### src/hdl/dpr_pkg.sv
`default_nettype none

package dpr_pkg;

  localparam int BUFFER_DEPTH = 1024;
  localparam int ADDR_W       = $clog2(BUFFER_DEPTH);
  localparam int LEN_W        = 10;

  localparam int FIFO_DEPTH = 4;
  localparam int FIFO_PTR_W = $clog2(FIFO_DEPTH);

  // framing characters
  localparam logic [7:0] CH_DOLLAR = 8'h24;
  localparam logic [7:0] CH_HASH   = 8'h23;
  localparam logic [7:0] CH_PLUS   = 8'h2b;
  localparam logic [7:0] CH_MINUS  = 8'h2d;
  localparam logic [7:0] CH_COLON  = 8'h3a;

  // result kinds on the output
  localparam logic [1:0] RK_GOOD     = 2'd0;
  localparam logic [1:0] RK_MISMATCH = 2'd1;
  localparam logic [1:0] RK_READ     = 2'd2;

  typedef enum logic [1:0] {
    OP_WRITE,
    OP_RESULT,
    OP_READ
  } op_kind_t;

  typedef struct packed {
    logic [1:0]       result_kind;
    logic [7:0]       ack_char;
    logic             seq_present;
    logic [7:0]       seq_first;
    logic [7:0]       seq_second;
    logic [1:0]       payload_offset;
    logic [LEN_W-1:0] payload_length;
  } result_t;

  typedef struct packed {
    op_kind_t          kind;
    logic [ADDR_W-1:0] addr;
    logic [7:0]        data;
    logic              read_ok;
    result_t           res;
  } op_t;

endpackage

`default_nettype wire

### src/hdl/dpr_queue.sv
`default_nettype none

module dpr_queue
  import dpr_pkg::*;
(
  input  wire logic clk,
  input  wire logic rst,
  input  wire logic push,
  input  op_t       push_op,
  output logic      full,
  output logic      head_valid,
  output op_t       head_op,
  input  wire logic pop
);

  op_t                 slots [FIFO_DEPTH];
  logic [FIFO_PTR_W-1:0] wr_ptr, rd_ptr;
  logic [FIFO_PTR_W:0]   count;

  assign full       = count == (FIFO_PTR_W+1)'(FIFO_DEPTH);
  assign head_valid = count != '0;
  assign head_op    = slots[rd_ptr];

  always_ff @(posedge clk) begin
    if (rst) begin
      wr_ptr <= '0;
      rd_ptr <= '0;
      count  <= '0;
    end else begin
      if (push) wr_ptr <= wr_ptr + FIFO_PTR_W'(1);
      if (pop) rd_ptr <= rd_ptr + FIFO_PTR_W'(1);
      if (push && !pop) count <= count + (FIFO_PTR_W+1)'(1);
      else if (pop && !push) count <= count - (FIFO_PTR_W+1)'(1);
    end
    if (push) slots[wr_ptr] <= push_op;
  end

endmodule

`default_nettype wire

### config.mk
export PLATFORM = sky130hd
export DESIGN_NAME = dpr_queue
export DESIGN_NICKNAME = d
export VERILOG_FILES = /design/src/hdl/dpr_pkg.sv /design/src/hdl/dpr_queue.sv
export SDC_FILE = /design/constraint.sdc
export NUM_CORES = 1
export LEC_CHECK = 0
export ABC_CLOCK_PERIOD_IN_PS = 3000
export CAP_MARGIN = 0
export CELL_PAD_IN_SITES_DETAIL_PLACEMENT = 1
export CELL_PAD_IN_SITES_GLOBAL_PLACEMENT = 2
export CORE_MARGIN = 2
export CORE_UTILIZATION = 49
export DETAILED_ROUTE_END_ITERATION = 6
export DONT_BUFFER_PORTS = 1
export PLACE_DENSITY = 0.79
export SLEW_MARGIN = 20
export SYNTH_ARGS = -nofsm -noshare
export SYNTH_HDL_FRONTEND = slang
export SYNTH_SLANG_ARGS = --single-unit
### constraint.sdc
create_clock -name clk -period 3 [get_ports clk]
set_input_delay 0.3 -clock clk [delete_from_list [all_inputs] [get_ports clk]]
set_output_delay 0.3 -clock clk [all_outputs]
set_load 0.005 [all_outputs]
After elaboration in Yosys (flattened, before gate mapping)
Memory sizes are Yosys's and may differ from the RTL's. A register that Yosys moved wholly into a read port is not among the register bits.
Index checks and enable logic that the tools add are counted.
- register bits after elaboration: 7
- bits in writable memories: 240
- bits of input ports: 64
- output and inout port bits: 62
- logic and storage cells: 21
- memories: 1
- memory list (name ; depth ; width ; rd ports ; clocked after Yosys merged registers in ; wr ports ; line ; text):
    slots ; 4 ; 60 ; 1 ; 1 ; 1 ; dpr_queue.sv:16 ; op_t slots [FIFO_DEPTH];
- add/subtract/negate cells: 4
- eq/ne operators: 1
- muxes and demuxes: 6
- reductions and logical operators: 6
- operators with widths (kind ; count):
    two-way mux 3 bit ; 2
    adder 2 x 1 -> 2 bit (second input constant) ; 2
    two-way mux 2 bit ; 2
    adder 3 x 1 -> 3 bit (second input constant) ; 1
    equality test 3 bit (second input constant) ; 1
    nonzero test 3 bit ; 1
    subtractor 3 x 1 -> 3 bit (second input constant) ; 1
    logical AND 1 bit ; 2
    zero test 1 bit ; 2
    two-way mux 1 bit ; 2
    nonzero test 2 bit ; 1

Longest topological paths before layout
- word-level depth: 4
- gate-level depth with buffers: 7
- gate-level depth less buffers: 7

Least setup slack after synthesis
Ideal clock, no wire load.
- path kind: register to register
- from: register wr_ptr[0]
- to: memory slots[2][0] (netlist bit) (enable)
- library setup time: 0.424 ns
- arrival: 1.958 ns
- data required time: 2.576 ns
- setup slack: 0.618 ns
- stages on the path, launching flop included: 4
- path buffers: 0
- period minus slack after synthesis: 2.382 ns
- cell sequence: dfxtp_1 inv_1 ha_1 and2_1
- RTL lines (element ; line ; text):
    start, declared ; dpr_queue.sv:17 ; logic [FIFO_PTR_W-1:0] wr_ptr, rd_ptr;
    start signal, assigned ; dpr_queue.sv:30 ; if (push) wr_ptr <= wr_ptr + FIFO_PTR_W'(1);
    end, declared ; dpr_queue.sv:16 ;
Straight into the memory's write port.

==> metrics <==
run status finished, final reports clean; Setup TNS 0 ns; Storage cell area 7390 um^2; RSZ-0062 raised after global routing false; Lkg Pwr 3.39 nW; YS warnings 0; net count after synthesis roughly 430; startpoint class of the critical path flop; Clock Root Buffer clkbuf_16; CTS Buf Count 25; worst skew pair latency 0.50 ns; Iteration-0 DRC Markers just under 200; largest cells by area after synthesis edfxtp_1, mux4_2, dfxtp_1; detailed-route DRC error count 0; drt wl/cell around 23 um; H-tree levels 1; Worst slew margin 36.0%; total number of vias 3802; DR vias/cell 5.58; Die Wd approximately 140 um; CTS tree built; Syn Std Cell Area 9150 um^2; sequential area share after synthesis around 80%; final hold slack about 0.060 ns; worst slew pin tran 0.961 ns; postcts setup bufs 0; vias in the first global route roughly 4300; max-cap violations 0; setup violators final 0; Sequential Power Share 54.4%; post-route ant nets 0; sw power approximately 0.0015 W; port bufs 0; Synth area leader edfxtp_1; share of cells above drive strength 1 between 20 and 25%; WP data arrival 2.07 ns; Setup crit end kind output pin; Tot Pwr 0.00751 W; RePlAce Congestion 0.779; most frequent cell after synthesis edfxtp_1; Synth async-reset ratio 0%; DP Worst Slack 1.10 ns; core area about 18000 um^2; GRT Overall Usage 16.9%; hold buffer count at cts 64; total gr overflow 0; clock skew between 0.015 and 0.02 ns; first-pass GRT wire length 25.5 mm; clock-pin slew on the worst setup and hold paths 0.06 ns; Final Cycle Share 79.1%; final net count 506; # fillers around 1400; fin. max-slew vios 0; P&R area growth vs syn 17.1%; Comb pwr share under 10%; min Tclk post-route 2.37 ns; synth cell count leaders edfxtp_1, mux4_2, dfxtp_1; Pwr Density 700 nW/um^2; FF+latch count, synth 249; Int Pwr 0.00597 W; fmax 421 MHz; switching part of the total power around 20%; CP Class flop to output pin; Rows 49; CP Max Fanout 19; router iterations before antenna repair 5; largest net degree at the start of global routing 61; syn_area_per_cell 25.6 um^2; I/O pin cnt 126; Post-synth EDFFs 240; Max clock buf depth 3; die footprint around 20000 um^2; Worst Setup Slack, final 0.626 ns; synth unique cells 21; Gate Count Post-Synth roughly 360; peak supply drop 0.538 mV; top cell type's share of synthesized area 78.7%; Worst EP required between 2 and 3 ns; post-cts gate resize count 0; clock share of power 38.3%; aggregate routed wire length roughly 16 mm; multi-input logic area 1590 um^2; initial antenna violation count 1; Die Span Y 141 um; Main synth FF type edfxtp_1; final hold vios 0; DP Wirelength 8.63 mm; CTS sink cnt 249; Initial Utilization 50.4%; Hold WC Path Type input port to flop
==> cells in the final DEF (no fill, tap or decap), drive strengths merged <==
cell / n
nor2: 7
nor3b: 1
clkinvlp: 1
o21ai: 1
a21oi: 1
clkinv: 8
mux2i: 2
clkbuf: 30
buf: 2
or3: 2
ha: 5
inv: 5
xnor2: 2
edfxtp: 240
and2: 4
bufinv: 2
xor2: 3
diode: 1
fa: 1
dfxtp: 9
dlygate4sd3: 64
nand2: 1
mux4: 60
==> power by group through the flow <==
stage          Combinational (W)  Clock, W  Sequential, W
6_report                0.000546   0.00288        0.00408
3_5_place_dp            0.000457         0        0.00417
2_1_floorplan           0.000422         0        0.00410
4_1_cts                 0.000564   0.00295        0.00409
3_3_place_gp            0.000449         0        0.00415
5_1_grt                 0.000596   0.00307        0.00411
==> sequential cells by signal, summed over array words and instances (netlist names), named ones only <==
register / flops
wr_ptr: 2
count: 3
rd_ptr: 2
slots: 240
==> critical path, stage by stage, from the launching register on <==
cell	delay [ns]
dfxtp_4	0.59
buf_4	0.38
mux4_2	0.58
==> stage by stage <==
stage               area (um^2)  instances  utilization, %
floorplan                  9150        358               -
CTS                       10700        680            59.1
detailed placement         9320        574            51.3
global placement           9320        574            51.3
global route              10700        681            59.1
finish                    10700        681            59.1
==> cell type report <==
type | count | area share (%)
clock buffer | 30 | 6.01
multi-input combinational | 90 | 14.9
antenna | 1 | 0.0233
inverter | 4 | 0.140
clock inverter | 12 | 1.07
tap | 229 | 2.67
sequential | 249 | 69.0
timing repair buffer | 66 | 6.23
==> worst paths after layout <==
kind                            startpoint           end  slack [ns]  cells past startpoint
worst max register to register   wr_ptr[0]  slots[3][11]        1.14                      2
worst min-delay path                   pop     rd_ptr[1]        0.06                      3
worst max-delay path                  flop    head_op[6]        0.63                      2
worst min register to register    count[2]      count[2]        0.52                      2
==> logic make-up (layout without fill, tap and decap cells) <==
family,after synthesis,after routing,share of synthesized area [%]
adder cells (fa/ha/maj),6,6,0.902
XOR/XNOR,5,5,0.478
AO/OA/AOI/OAI,2,2,0.109
flip-flops,249,249,80.7
other,0,1,0
multiplexers,62,62,15.0
AND/OR/NAND/NOR,15,15,0.820
buffers and inverters,19,112,2.01
==> layer usage <==
| layer | GRT usage [%] | vias up | share of wire, % |
|---|---|---|---|
| li1 | - | 1676 | - |
| met1 | 22.0 | 1996 | 42 |
| met2 | 29.2 | 105 | 51 |
| met3 | 3.87 | 25 | 4.6 |
| met4 | 4.58 | 0 | 2.2 |
| met5 | 0 | - | 0 |
Power figures use the tool's default switching activity.
