**src/hdl/dpr_pkg.sv**
```systemverilog
`default_nettype none

package dpr_pkg;

  localparam int BUFFER_DEPTH = 1024;
  localparam int ADDR_W       = $clog2(BUFFER_DEPTH);
  localparam int LEN_W        = 10;

  localparam int FIFO_DEPTH = 4;
  localparam int FIFO_PTR_W = $clog2(FIFO_DEPTH);

  // framing characters
  localparam logic [7:0] CH_DOLLAR = 8'h24;
  localparam logic [7:0] CH_HASH   = 8'h23;
  localparam logic [7:0] CH_PLUS   = 8'h2b;
  localparam logic [7:0] CH_MINUS  = 8'h2d;
  localparam logic [7:0] CH_COLON  = 8'h3a;

  // result kinds on the output
  localparam logic [1:0] RK_GOOD     = 2'd0;
  localparam logic [1:0] RK_MISMATCH = 2'd1;
  localparam logic [1:0] RK_READ     = 2'd2;

  typedef enum logic [1:0] {
    OP_WRITE,
    OP_RESULT,
    OP_READ
  } op_kind_t;

  typedef struct packed {
    logic [1:0]       result_kind;
    logic [7:0]       ack_char;
    logic             seq_present;
    logic [7:0]       seq_first;
    logic [7:0]       seq_second;
    logic [1:0]       payload_offset;
    logic [LEN_W-1:0] payload_length;
  } result_t;

  typedef struct packed {
    op_kind_t          kind;
    logic [ADDR_W-1:0] addr;
    logic [7:0]        data;
    logic              read_ok;
    result_t           res;
  } op_t;

endpackage

`default_nettype wire

```
**src/hdl/dpr_front.sv**
```systemverilog
`default_nettype none

module dpr_front
  import dpr_pkg::*;
(
  input  wire logic             clk,
  input  wire logic             rst,
  input  wire logic             in_valid,
  output logic                  in_stall,
  input  wire logic             req_type,
  input  wire logic [7:0]       rx_byte,
  input  wire logic [LEN_W-1:0] read_index,
  input  wire logic             queue_full,
  output logic                  push,
  output op_t                   push_op
);

  typedef enum logic [1:0] {
    PH_HUNT,
    PH_PAYLOAD,
    PH_HIGH,
    PH_LOW
  } phase_t;

  phase_t            phase, phase_next;
  logic [7:0]        running_sum, running_sum_next;
  logic [7:0]        sent_high, sent_high_next;
  logic [ADDR_W-1:0] byte_count, byte_count_next;
  logic [ADDR_W-1:0] stored_length, stored_length_next;
  logic [7:0]        seq0, seq1, seq2;
  logic [ADDR_W-1:0] count_inc;
  logic [7:0]        digit;
  logic [7:0]        sent_sum;
  logic              accept;

  // hex digit value, anything else counts as minus one
  function automatic logic [7:0] hex_value(input logic [7:0] c);
    logic [7:0] v;
    v = 8'hff;
    if (c >= 8'h61 && c <= 8'h66) v = c - 8'h57;
    else if (c >= 8'h30 && c <= 8'h39) v = c - 8'h30;
    else if (c >= 8'h41 && c <= 8'h46) v = c - 8'h37;
    return v;
  endfunction

  assign in_stall  = queue_full;
  assign accept    = in_valid && !queue_full;
  assign count_inc = byte_count + ADDR_W'(1);
  assign digit     = hex_value(rx_byte);
  assign sent_sum  = sent_high + digit;

  always_comb begin
    phase_next         = phase;
    running_sum_next   = running_sum;
    sent_high_next     = sent_high;
    byte_count_next    = byte_count;
    stored_length_next = stored_length;
    push               = 1'b0;
    push_op            = '0;
    push_op.kind       = OP_WRITE;

    if (accept) begin
      if (req_type) begin
        push                = 1'b1;
        push_op.kind        = OP_READ;
        push_op.addr        = ADDR_W'(read_index);
        push_op.read_ok     = read_index < LEN_W'(stored_length);
        push_op.res.result_kind = RK_READ;
      end else begin
        case (phase)
          PH_HUNT: begin
            if (rx_byte == CH_DOLLAR) begin
              running_sum_next = '0;
              byte_count_next  = '0;
              phase_next       = PH_PAYLOAD;
            end
          end
          PH_PAYLOAD: begin
            if (rx_byte == CH_DOLLAR) begin
              running_sum_next = '0;
              byte_count_next  = '0;
            end else if (rx_byte == CH_HASH) begin
              stored_length_next = byte_count;
              phase_next         = PH_HIGH;
            end else begin
              running_sum_next = running_sum + rx_byte;
              push             = 1'b1;
              push_op.kind     = OP_WRITE;
              push_op.addr     = byte_count;
              push_op.data     = rx_byte;
              byte_count_next  = count_inc;
              // buffer full: drop silently and hunt again
              if (count_inc >= ADDR_W'(BUFFER_DEPTH - 1)) begin
                stored_length_next = count_inc;
                phase_next         = PH_HUNT;
              end
            end
          end
          PH_HIGH: begin
            sent_high_next = {digit[3:0], 4'h0};
            phase_next     = PH_LOW;
          end
          PH_LOW: begin
            phase_next   = PH_HUNT;
            push         = 1'b1;
            push_op.kind = OP_RESULT;
            if (sent_sum != running_sum) begin
              push_op.res.result_kind = RK_MISMATCH;
              push_op.res.ack_char    = CH_MINUS;
            end else begin
              push_op.res.result_kind    = RK_GOOD;
              push_op.res.ack_char       = CH_PLUS;
              push_op.res.payload_length = LEN_W'(stored_length);
              if (stored_length >= ADDR_W'(3) && seq2 == CH_COLON) begin
                push_op.res.seq_present    = 1'b1;
                push_op.res.seq_first      = seq0;
                push_op.res.seq_second     = seq1;
                push_op.res.payload_offset = 2'd3;
              end
            end
          end
          default: phase_next = PH_HUNT;
        endcase
      end
    end
  end

  always_ff @(posedge clk) begin
    if (rst) begin
      phase         <= PH_HUNT;
      running_sum   <= '0;
      sent_high     <= '0;
      byte_count    <= '0;
      stored_length <= '0;
    end else begin
      phase         <= phase_next;
      running_sum   <= running_sum_next;
      sent_high     <= sent_high_next;
      byte_count    <= byte_count_next;
      stored_length <= stored_length_next;
    end
    // shadow copies of the first three buffer bytes for the sequence id
    if (push && push_op.kind == OP_WRITE) begin
      if (push_op.addr == ADDR_W'(0)) seq0 <= push_op.data;
      if (push_op.addr == ADDR_W'(1)) seq1 <= push_op.data;
      if (push_op.addr == ADDR_W'(2)) seq2 <= push_op.data;
    end
  end

endmodule

`default_nettype wire

```
**config.mk**
```make
export PLATFORM = sky130hd
export DESIGN_NAME = dpr_front
export DESIGN_NICKNAME = d
export VERILOG_FILES = /design/src/hdl/dpr_pkg.sv /design/src/hdl/dpr_front.sv
export SDC_FILE = /design/constraint.sdc
export NUM_CORES = 1
export LEC_CHECK = 0
export ABC_AREA = 1
export ABC_CLOCK_PERIOD_IN_PS = 5000
export BUFFER_PORTS_ARGS = -buffer_cell sky130_fd_sc_hd__buf_2
export CORE_ASPECT_RATIO = 0.6
export CORE_MARGIN = 2
export CORE_UTILIZATION = 35
export CTS_CLUSTER_DIAMETER = 50
export CTS_CLUSTER_SIZE = 8
export DETAILED_ROUTE_END_ITERATION = 8
export GPL_TIMING_DRIVEN = 0
export PLACE_DENSITY_LB_ADDON = 0.1
export RECOVER_POWER = 100
export SETUP_SLACK_MARGIN = 0.3
export SKIP_LAST_GASP = 1
export SLEW_MARGIN = 40
export SYNTH_ARGS = -nofsm -noshare
export SYNTH_HDL_FRONTEND = slang
export SYNTH_SLANG_ARGS = --single-unit
```
**constraint.sdc**
```tcl
create_clock -name clk -period 5 [get_ports clk]
set_input_delay 1 -clock clk [delete_from_list [all_inputs] [get_ports clk]]
set_output_delay 1 -clock clk [all_outputs]
set_load 0.005 [all_outputs]
```
# Yosys cells after proc, flatten, opt, wreduce, memory -nomap -nowiden
# Index checks and enable logic that the tools add are counted.
totals:
  ff_bits: 58
  latch_bits: 0
  mem_bits_rw: 0
  rom_bits: 0
  word_cells: 94
  mem_count: 0
op_classes:
  add_sub_neg: 6
  mul: 0
  n_div: 0
  magnitude_cmp: 9
  eq_ne: 13
  n_shift: 0
  muxes: 37
  n_bitwise: 2
  reduce_logical: 19
ops:
  columns: ["op", "count"]
  rows:
  - ["$mux 60", 1]
  - ["$mux 8", 7]
  - ["$mux 18", 3]
  - ["$mux 10", 5]
  - ["$mux 38", 1]
  - ["$mux 37", 1]
  - ["$mux 29", 1]
  - ["$eq 8x6->1 const B", 3]
  - ["$pmux 10 s2", 1]
  - ["$mux 19", 1]
  - ["$add 8x8->8", 2]
  - ["$ge 8x7->1 const B", 2]
  - ["$le 8x7->1 const B", 2]
  - ["$pmux 8 s2", 1]
  - ["$sub 8x6->8 const B", 2]
  - ["$reduce_and 5->1", 3]
  - ["$mux 12", 1]
  - ["$add 10x1->10 const B", 1]
  - ["$eq 10x1->1 const B", 1]
  - ["$eq 10x2->1 const B", 1]
  - ["$ge 10x10->1 const B", 1]
  - ["$ge 10x2->1 const B", 1]
  - ["$logic_not 10->1", 1]
  - ["$lt 10x10->1", 1]
  - ["other kinds (20)", 42]

# Depth between registers and ports, before layout
# Gate-level depths: netlist of the first run.
depth:
  depth_word: 14
  depth_mapped: 24

# Worst setup path before layout of the first run
# No wires, ideal clock.
synth_path:
  kind: "input-to-output"
  startpoint: "in rx_byte[4]"
  endpoint: "out push_op[11] (netlist name)"
  arrival_time_ns: 3.980
  t_required_ns: 4.000
  path_slack_ns: 0.020
  cell_stages: 20
  n_path_buf: 3
  path_cell_list: "clkbuf_2 > inv_1 > ha_1 > and3_1 > nand3_4 > inv_2 > nor3_1 > a211oi_1 > fa_1 > xnor2_1 > nand2_1 > a21oi_1 > o21ai_0 > a21oi_4 > nand3_2 > nor2_4 > nand4_4 > buf_12 > inv_2 > buf_4"
synth_lines:
  columns: ["element", "line_no", "source"]
  rows:
  - ["start, declared", "dpr_front.sv:11", "input wire logic [7:0] rx_byte,"]
  - ["end, declared", "dpr_front.sv:15", "output op_t push_op"]

==> run_results.csv, run 1 <==
group,metric,value,unit
global_routing,grt_pass1_wl,21400,µm
route,wl_per_cell,15.1,µm
worst_setup_path,worstSetupPathType,"primary input to output port",
worst_setup_path,crit_chain,"buf_2 -> buf_6 -> nand2_2 -> nor2_2 -> o21ai_1 -> xor2_2 -> buf_4 -> a211oi_4 -> fa_1 -> xnor2_1 -> nand2_1 -> a21oi_2 -> o21ai_2 -> a21oi_4 -> nand3_2 -> nor2_4 -> nand4_4 -> buf_12 -> inv_8 -> buf_6 -> buf_6",
route,drt_iter0_drc,315,
worst_setup_path,rrSetupSlack,1.64,ns
layout,area_growth,27.5,%
synth,synth_seq_cells,58,
route,vias,4392,
place,pre_cts_slack,-0.648,ns
status,violations,"setup timing",
floorplanning,floorplan.initialDensity,35.7,%
power,vdd_drop_max,166,µV
synth,netlist_instances,623,
synth,netlist-cell-type-count,53,
power,pwr_density_cell,210,nW/µm²
synth,yosysSeqAreaShare,30.6,%
worst_setup_path,slowest_stage,"fa_1",
worst_setup_path,crit_top_cell,"buf_6",
worst_setup_path,reg2reg_depth,13,
status,status,"finished, violations left",
run,maxCapViolations,0,
global_routing,grt_usage,20.2,%
sta,setup_viol,32,
synth,synth.cell_area,4570,µm²
worst_setup_path,max_stage_delay,0.48,ns
floorplanning,die_h,92.6,µm
clock_tree,cts_num_sinks,58,
hold_path,hold_depth,2,
synth,ys.flop_type,"dfxtp_1",
synth,syn_area_per_cell,7.34,µm²
clock_tree,cts.htree.levels,3,
global_routing,grt_pass1_vias,3982,
layout,num-nets-final,796,
route,detail_route.first_pass.iterations,5,
synth,synth_edf_count,24,
global_routing,grt-ovfl-total,0,
worst_setup_path,arrival,4.30,ns
floorplanning,dieArea,14000,µm²
clock_tree,cts_tree,"done",
sta,fmax,189,MHz
route,routed_wl,13800,µm
worst_setup_path,r2r_end,"stored_length[1]$_SDFFE_PP0P_",
worst_setup_path,r2r_start,"byte_count[0]$_SDFFE_PP0P_",
power,power,1.22,mW
clock_tree,cts_buffers,9,
place,io_buffers,80,
route,post-route-drc-count,0,
route,drtAntennaViolNets,0,
synth,async_flop_share,0,%
sta,relSlewSlack,38.4,%
route,vias_per_cell,4.80,
worst_setup_path,worst_setup_path_end_kind,"output port",
worst_setup_path,worst-path-max-fanout,7,
synth,yosys_warnings,0,
floorplanning,die_width,152,µm
sta,rsz0062_at_grt,"true",
hold_path,hold_start,"byte_count[8]$_SDFFE_PP0P_",
sta,period_share,106,%
worst_setup_path,start_kind,"primary input",
floorplanning,std_cell_rows,32,
floorplanning,io_pins,85,
global_routing,grt_max_degree,12,
clock_tree,cts_root_buf,"clkbuf_16",
clock_tree,clock_latency,0.33,ns
sta,finClkSkew,0.00500,ns
layout,final_common_cell,"nand2_1",
sta,setup_slack,-0.296,ns
power,leakage,2.66,nW
worst_setup_path,crit_required,4.00,ns
sta,setup_tns,-7.49,ns
layout,layout_common_cells,"nand2_1 (129), inv_1 (79), nor2_1 (71)",
layout,drive_gt1_share,26.6,%
place,place_hpwl,10700,µm
layout,diodes,0,
sta,slew_violations,0,
place,gp_congestion,0.871,
hold_path,min_path_type,"flip-flop to flip-flop",
sta,hold_violations,0,
clock_tree,cts_max_path_buffers,2,
layout,fillCellCount,1335,
sta,max_slew.worst_pin.slew,0.920,ns
hold_path,holdPathEnd,"byte_count[8]$_SDFFE_PP0P_",
floorplanning,core_area,12800,µm²
global_routing,antenna_found_initial,0,
sta,period_needed,5.30,ns
clock_tree,clk_pin_slew,0.05,ns
worst max-delay path, delay by kind of cell:
family | cells | cell delay, ns
buf+inv | 7 | 0.88
simple gates | 6 | 0.82
compound gates | 5 | 0.76
fa+ha+maj | 1 | 0.48
xor+xnor | 2 | 0.34
worst max-delay path by stage:
stage | start | endpoint | slack [ns]
detailed placement | rx_byte[1] | push_op[28] | -0.65
global route | rx_byte[2] | push_op[6] | -0.52
CTS | rx_byte[0] | push_op[28] | -0.29
global placement | rx_byte[1] | push_op[28] | -0.61
finish | rx_byte[2] | push_op[11] | -0.30
floorplan | rx_byte[1] | push_op[11] | 0.19
synthesized netlist by cell type, types with 3 or more instances:
cell type	count	area share, %
buf_2	3	0.33
nand2_2	10	1.4
nand3_2	4	0.88
xnor2_1	4	0.77
nor3_1	14	1.5
ha_1	31	8.5
nor2_2	4	0.55
edfxtp_1	24	16
o22ai_1	3	0.41
inv_4	4	0.55
nand2_4	8	2.0
nand2_1	128	11
o21ai_0	29	3.2
inv_1	84	6.9
a21oi_1	41	4.5
nor2_1	73	6.0
nand3_1	31	3.4
buf_6	4	0.98
dfxtp_1	34	15
buf_4	11	1.8
nor2_4	12	3.0
inv_2	7	0.57
nand3b_1	5	0.82
clkbuf_1	3	0.25
o21ai_1	5	0.55
nor4_1	3	0.41
xor2_1	9	1.7
stage by stage:
step | instance area (µm²) | hold slack [ns] | utilization, % | instances
5_1_grt | 5830 | 0.495 | 45.5 | 915
4_1_cts | 5860 | 0.470 | 45.7 | 912
3_3_place_gp | 5290 | 0.454 | 41.3 | 875
6_report | 5830 | 0.465 | 45.5 | 915
3_5_place_dp | 5290 | 0.464 | 41.3 | 875
2_1_floorplan | 4670 | 0.440 | - | 625
cell families after synthesis:
kind of cell | count (synthesis) | synth area share (%)
xor gates and xnor gates | 13 | 2.49
AOI/OAI and AO/OA | 93 | 11.7
other | 1 | 0.0820
adders and majority gates | 33 | 9.35
buffers and inverters | 120 | 12.3
DFF | 58 | 30.6
and+or+nand+nor | 305 | 33.5
layer usage:
| layer | share of wire, % | track usage [%] | vias up |
|---|---|---|---|
| li1 | - | - | 2236 |
| met1 | 53 | 31.7 | 1989 |
| met2 | 38 | 27.0 | 152 |
| met3 | 8.2 | 5.02 | 15 |
| met4 | 1.2 | 4.71 | 0 |
| met5 | 0 | 0 | - |
repair_timing:
| action | 4_1_cts | 5_1_grt |
|---|---|---|
| pin swaps | 17 | 3 |
| setup buffers | 20 | 3 |
| hold buffers | 0 | 0 |
| cloned | 1 | 0 |
| gates resized for setup | 28 | 6 |
| endpoints found under the setup margin | 32 | 32 |
final cells by class:
| type | count | area (µm²) | share of cell area, % |
|---|---|---|---|
| sequential | 58 | 1400 | 24.0 |
| tap | 170 | 213 | 3.65 |
| clock inverter | 4 | 26.3 | 0.451 |
| clock buffer | 12 | 258 | 4.42 |
| buffer | 25 | 204 | 3.50 |
| multi-input combinational | 447 | 2700 | 46.4 |
| inverter | 95 | 383 | 6.57 |
| timing repair buffer | 104 | 643 | 11.0 |
power breakdown:
group          leakage [nW]  internal [mW]  switching [mW]  total, mW
Sequential            0.546          0.489       0.0000172      0.489
Combinational          1.98         0.0606          0.0877      0.148
Clock                 0.138          0.365           0.222      0.586
Total                  2.66          0.914           0.309       1.22
registers in the layout, indices dropped and copies added (netlist names), named ones only:
register       flops
stored_length     10
seq2               8
running_sum        8
byte_count        10
sent_high          4
seq0               8
seq1               8
phase              1
No activity file was read; power rests on OpenSTA's default activity.
==> run 2, diff against run 1 <==
--- a/config.mk
+++ b/config.mk
@@ -5,7 +5,6 @@
 export SDC_FILE = /design/constraint.sdc
 export NUM_CORES = 1
 export LEC_CHECK = 0
-export ABC_AREA = 1
 export ABC_CLOCK_PERIOD_IN_PS = 5000
 export BUFFER_PORTS_ARGS = -buffer_cell sky130_fd_sc_hd__buf_2
 export CORE_ASPECT_RATIO = 0.6
==> run 2 against run 1 <==
Against the previous run: the run still ends with setup timing left; sequential power barely moved; clock-buffer cell count decreased by 2; via count fell by 7.7%; combinational power fell by 21%; clock power grew 1%; die area decreased by 4.8%; synthesized cell count down 21%; largest cell class unchanged.
==> run_results.csv, run 2 <==
group,metric,value,unit
status,status,"finished, violations left",
status,violations,"setup timing",
sta,finClkSkew,0.00776,ns
worst_setup_path,slowest_stage,"or4_4",
synth,async_flop_share,0,%
sta,period_needed,5.80,ns
layout,area_growth,34.2,%
synth,synth-adder-area-share,9.84,%
sta,slew_violations,0,
clock_tree,cts_hold_buf,0,
sta,setup_slack,-0.805,ns
layout,top_regs,"byte_count: 10 flops, stored_length: 10 flops",
clock_tree,cts_buffers,9,
worst_setup_path,max_stage_delay,0.61,ns
worst_setup_path,path_delay_family,"simple AND/OR/NAND/NOR gates",
layout,diodes,0,
clock_tree,cts_tree,"done",
synth,synth_most_common_cell,"nor2_1",
clock_tree,clk_pin_slew,0.05,ns
global_routing,grt_usage,20.7,%
clock_tree,cts_root_buf,"clkbuf_16",
synth,synthSimpleGateAreaFrac,26.1,%
synth,ys.flop_type,"dfxtp_1",
sta,setup_tns,-23.18,ns
route,drt_iter0_drc,217,
layout,layout_common_cells,"buf_2 (73), nor2_1 (44), dfxtp_1 (34)",
sta,setup_viol,32,
worst_setup_path,start_kind,"primary input",
synth,synth_mux_area_share,0.720,%
sta,hold_violations,0,
layout,drive_gt1_share,32.0,%
power,power,1.20,mW
floorplanning,std_cell_rows,31,
run,maxCapViolations,0,
worst_setup_path,crit_top_cell,"buf_12",
layout,fillCellCount,1173,
global_routing,grt_max_degree,12,
synth,netlist-cell-type-count,66,
worst_setup_path,crit_chain,"buf_12 -> inv_12 -> ha_4 -> or4b_4 -> a21bo_4 -> a2bb2oi_4 -> o21ai_2 -> a21oi_2 -> ha_2 -> fa_2 -> xnor2_2 -> nand3_2 -> nor2_1 -> mux2i_1 -> or4_4 -> buf_12 -> buf_4 -> nor4_4 -> buf_2",
worst_setup_path,crit_required,4.00,ns
place,io_buffers,79,
synth,netlist_instances,492,
clock_tree,cts_num_sinks,58,
route,post-route-drc-count,0,
sta,rsz0062_at_grt,"true",
synth,synth_top_family_by_area,"simple AND/OR/NAND/NOR gates",
place,gp_congestion,0.827,
place,dpl.cell_count,738,
global_routing,grt_pass1_wl,21300,µm
layout,final_common_cell,"buf_2",
synth,yosysTopAreaCellShare,16.6,%
worst_setup_path,critPathBufInv,5,
sta,hold_slack,0.482,ns
layout,num-nets-final,658,
route,vias,4053,
global_routing,grt-ovfl-total,0,
synth,syn_area_per_cell,8.83,µm²
synth,synth_area_leader_cell,"edfxtp_1",
worst_setup_path,worst_setup_path_end_kind,"output port",
floorplanning,die_h,90.3,µm
synth,yosysSeqAreaShare,32.2,%
floorplanning,floorplan.initialDensity,35.9,%
route,drtAntennaViolNets,0,
place,pre_cts_slack,-1.07,ns
layout,final_cells,772,
sta,fmax,172,MHz
global_routing,antenna_found_initial,0,
synth,synth_seq_cells,58,
floorplanning,die_width,148,µm
power,vdd_drop_max,195,µV
floorplanning,dieArea,13400,µm²
global_routing,grt_pass1_vias,3847,
worst_setup_path,worst-path-max-fanout,6,
route,routed_wl,13600,µm
clock_tree,clock_latency,0.33,ns
power,leakage,2.43,nW
sta,max_slew.worst_pin.slew,1.11,ns
worst_setup_path,arrival,4.80,ns
power,pwr_density_cell,206,nW/µm²
floorplanning,core_area,12100,µm²
route,vias_per_cell,5.25,
floorplanning,io_pins,85,
synth,synth.cell_area,4350,µm²
synth,synth_area_leaders,"edfxtp_1 (17%), dfxtp_1 (16%), ha_1 (8.9%)",
worst_setup_path,worstSetupPathType,"primary input to output port",
synth,yosys_warnings,0,
synth,synth_compound_area_share,17.6,%
clock_tree,cts_max_path_buffers,2,
clock_tree,cts.htree.levels,3,
synth,synth_edf_count,24,
route,detail_route.first_pass.iterations,5,
route,wl_per_cell,17.6,µm
place,place_hpwl,10300,µm
sta,relSlewSlack,26.0,%
sta,period_share,116,%
synth,synth_commonest_cells,"nor2_1 (46), inv_1 (35), dfxtp_1 (34)",
hold_path,min_path_type,"flip-flop to flip-flop",
synth,synth_xor_area_share,5.24,%
-- run 2: changes by cell type in the layout (fill, tap and decap cells not counted), sizes merged, moves of 10 or more --
| cell | change |
|---|---|
| a21oi | -15 |
| inv | -57 |
| xnor2 | +12 |
| nor3 | +10 |
| o21ai | -18 |
| nand2 | -120 |
| nor2 | -43 |
| nor4 | +18 |
| nand3 | -25 |
-- run 2: metrics by stage --
| step | cell area (µm²) | utilization, % |
|---|---|---|
| 5_1_grt | 5830 | 48.2 |
| 6_report | 5830 | 48.2 |
| 3_3_place_gp | 5090 | 42.0 |
| 4_1_cts | 5630 | 46.5 |
| 3_5_place_dp | 5090 | 42.1 |
| 2_1_floorplan | 4490 | - |
-- run 2: logic make-up after synthesis --
| group | count (synthesis) |
|---|---|
| AO/OA/AOI/OAI | 111 |
| XOR/XNOR | 26 |
| adder cells (fa/ha/maj) | 33 |
| buffers and inverters | 76 |
| flip-flops | 58 |
| multiplexers | 3 |
| other | 1 |
| AND/OR/NAND/NOR | 184 |
-- run 2: repair_timing --
action                                  4_1_cts  5_1_grt
endpoints found under the setup margin       37       41
pin swaps                                     8       20
setup buffers                                12        3
gates resized for setup                      23       39
cloned                                        2        1
-- run 2: power breakdown --
part	total, mW	internal, mW	switching [mW]	leakage [nW]
clock network	0.593	0.381	0.212	0.144
logic	0.117	0.0505	0.0660	1.78
registers	0.490	0.490	0.000106	0.510
-- run 2: area by class of cell --
cell class | count | area [µm²] | area share [%]
clock inverter | 6 | 57.6 | 0.987
tap | 165 | 206 | 3.54
timing repair buffer | 97 | 631 | 10.8
multi-input combinational | 360 | 2890 | 49.6
buffer | 41 | 265 | 4.55
clock buffer | 10 | 229 | 3.93
inverter | 35 | 151 | 2.60
sequential | 58 | 1400 | 24.0
-- run 2: worst paths after layout --
check,endpoint,startpoint,depth (start not counted),slack [ns]
min reg2reg,sent_high[6]$_SDFFE_PP0P_,sent_high[6]$_SDFFE_PP0P_,2,0.48
max reg2reg,seq0[5]$_DFFE_PP_,phase[0]$_SDFFE_PP0P_,9,1.40
max,push_op[18],rx_byte[1],19,-0.80
min,sent_high[6]$_SDFFE_PP0P_,sent_high[6]$_SDFFE_PP0P_,2,0.48
-- run 2: worst min-delay path: cells and delay by family, from the launching register on --
family | cells | cell delay [ns]
flip-flops | 1 | 0.31
AO/OA/AOI/OAI | 2 | 0.13
-- run 2: layer usage --
layer  track usage, %  vias to the layer above  routed length (µm)
met5                0                        -                   0
met4             4.68                        0                 123
met3             3.94                        9                 748
met2             28.1                      114                5440
met1             33.1                     1939                7270
li1                 -                     1991                   -
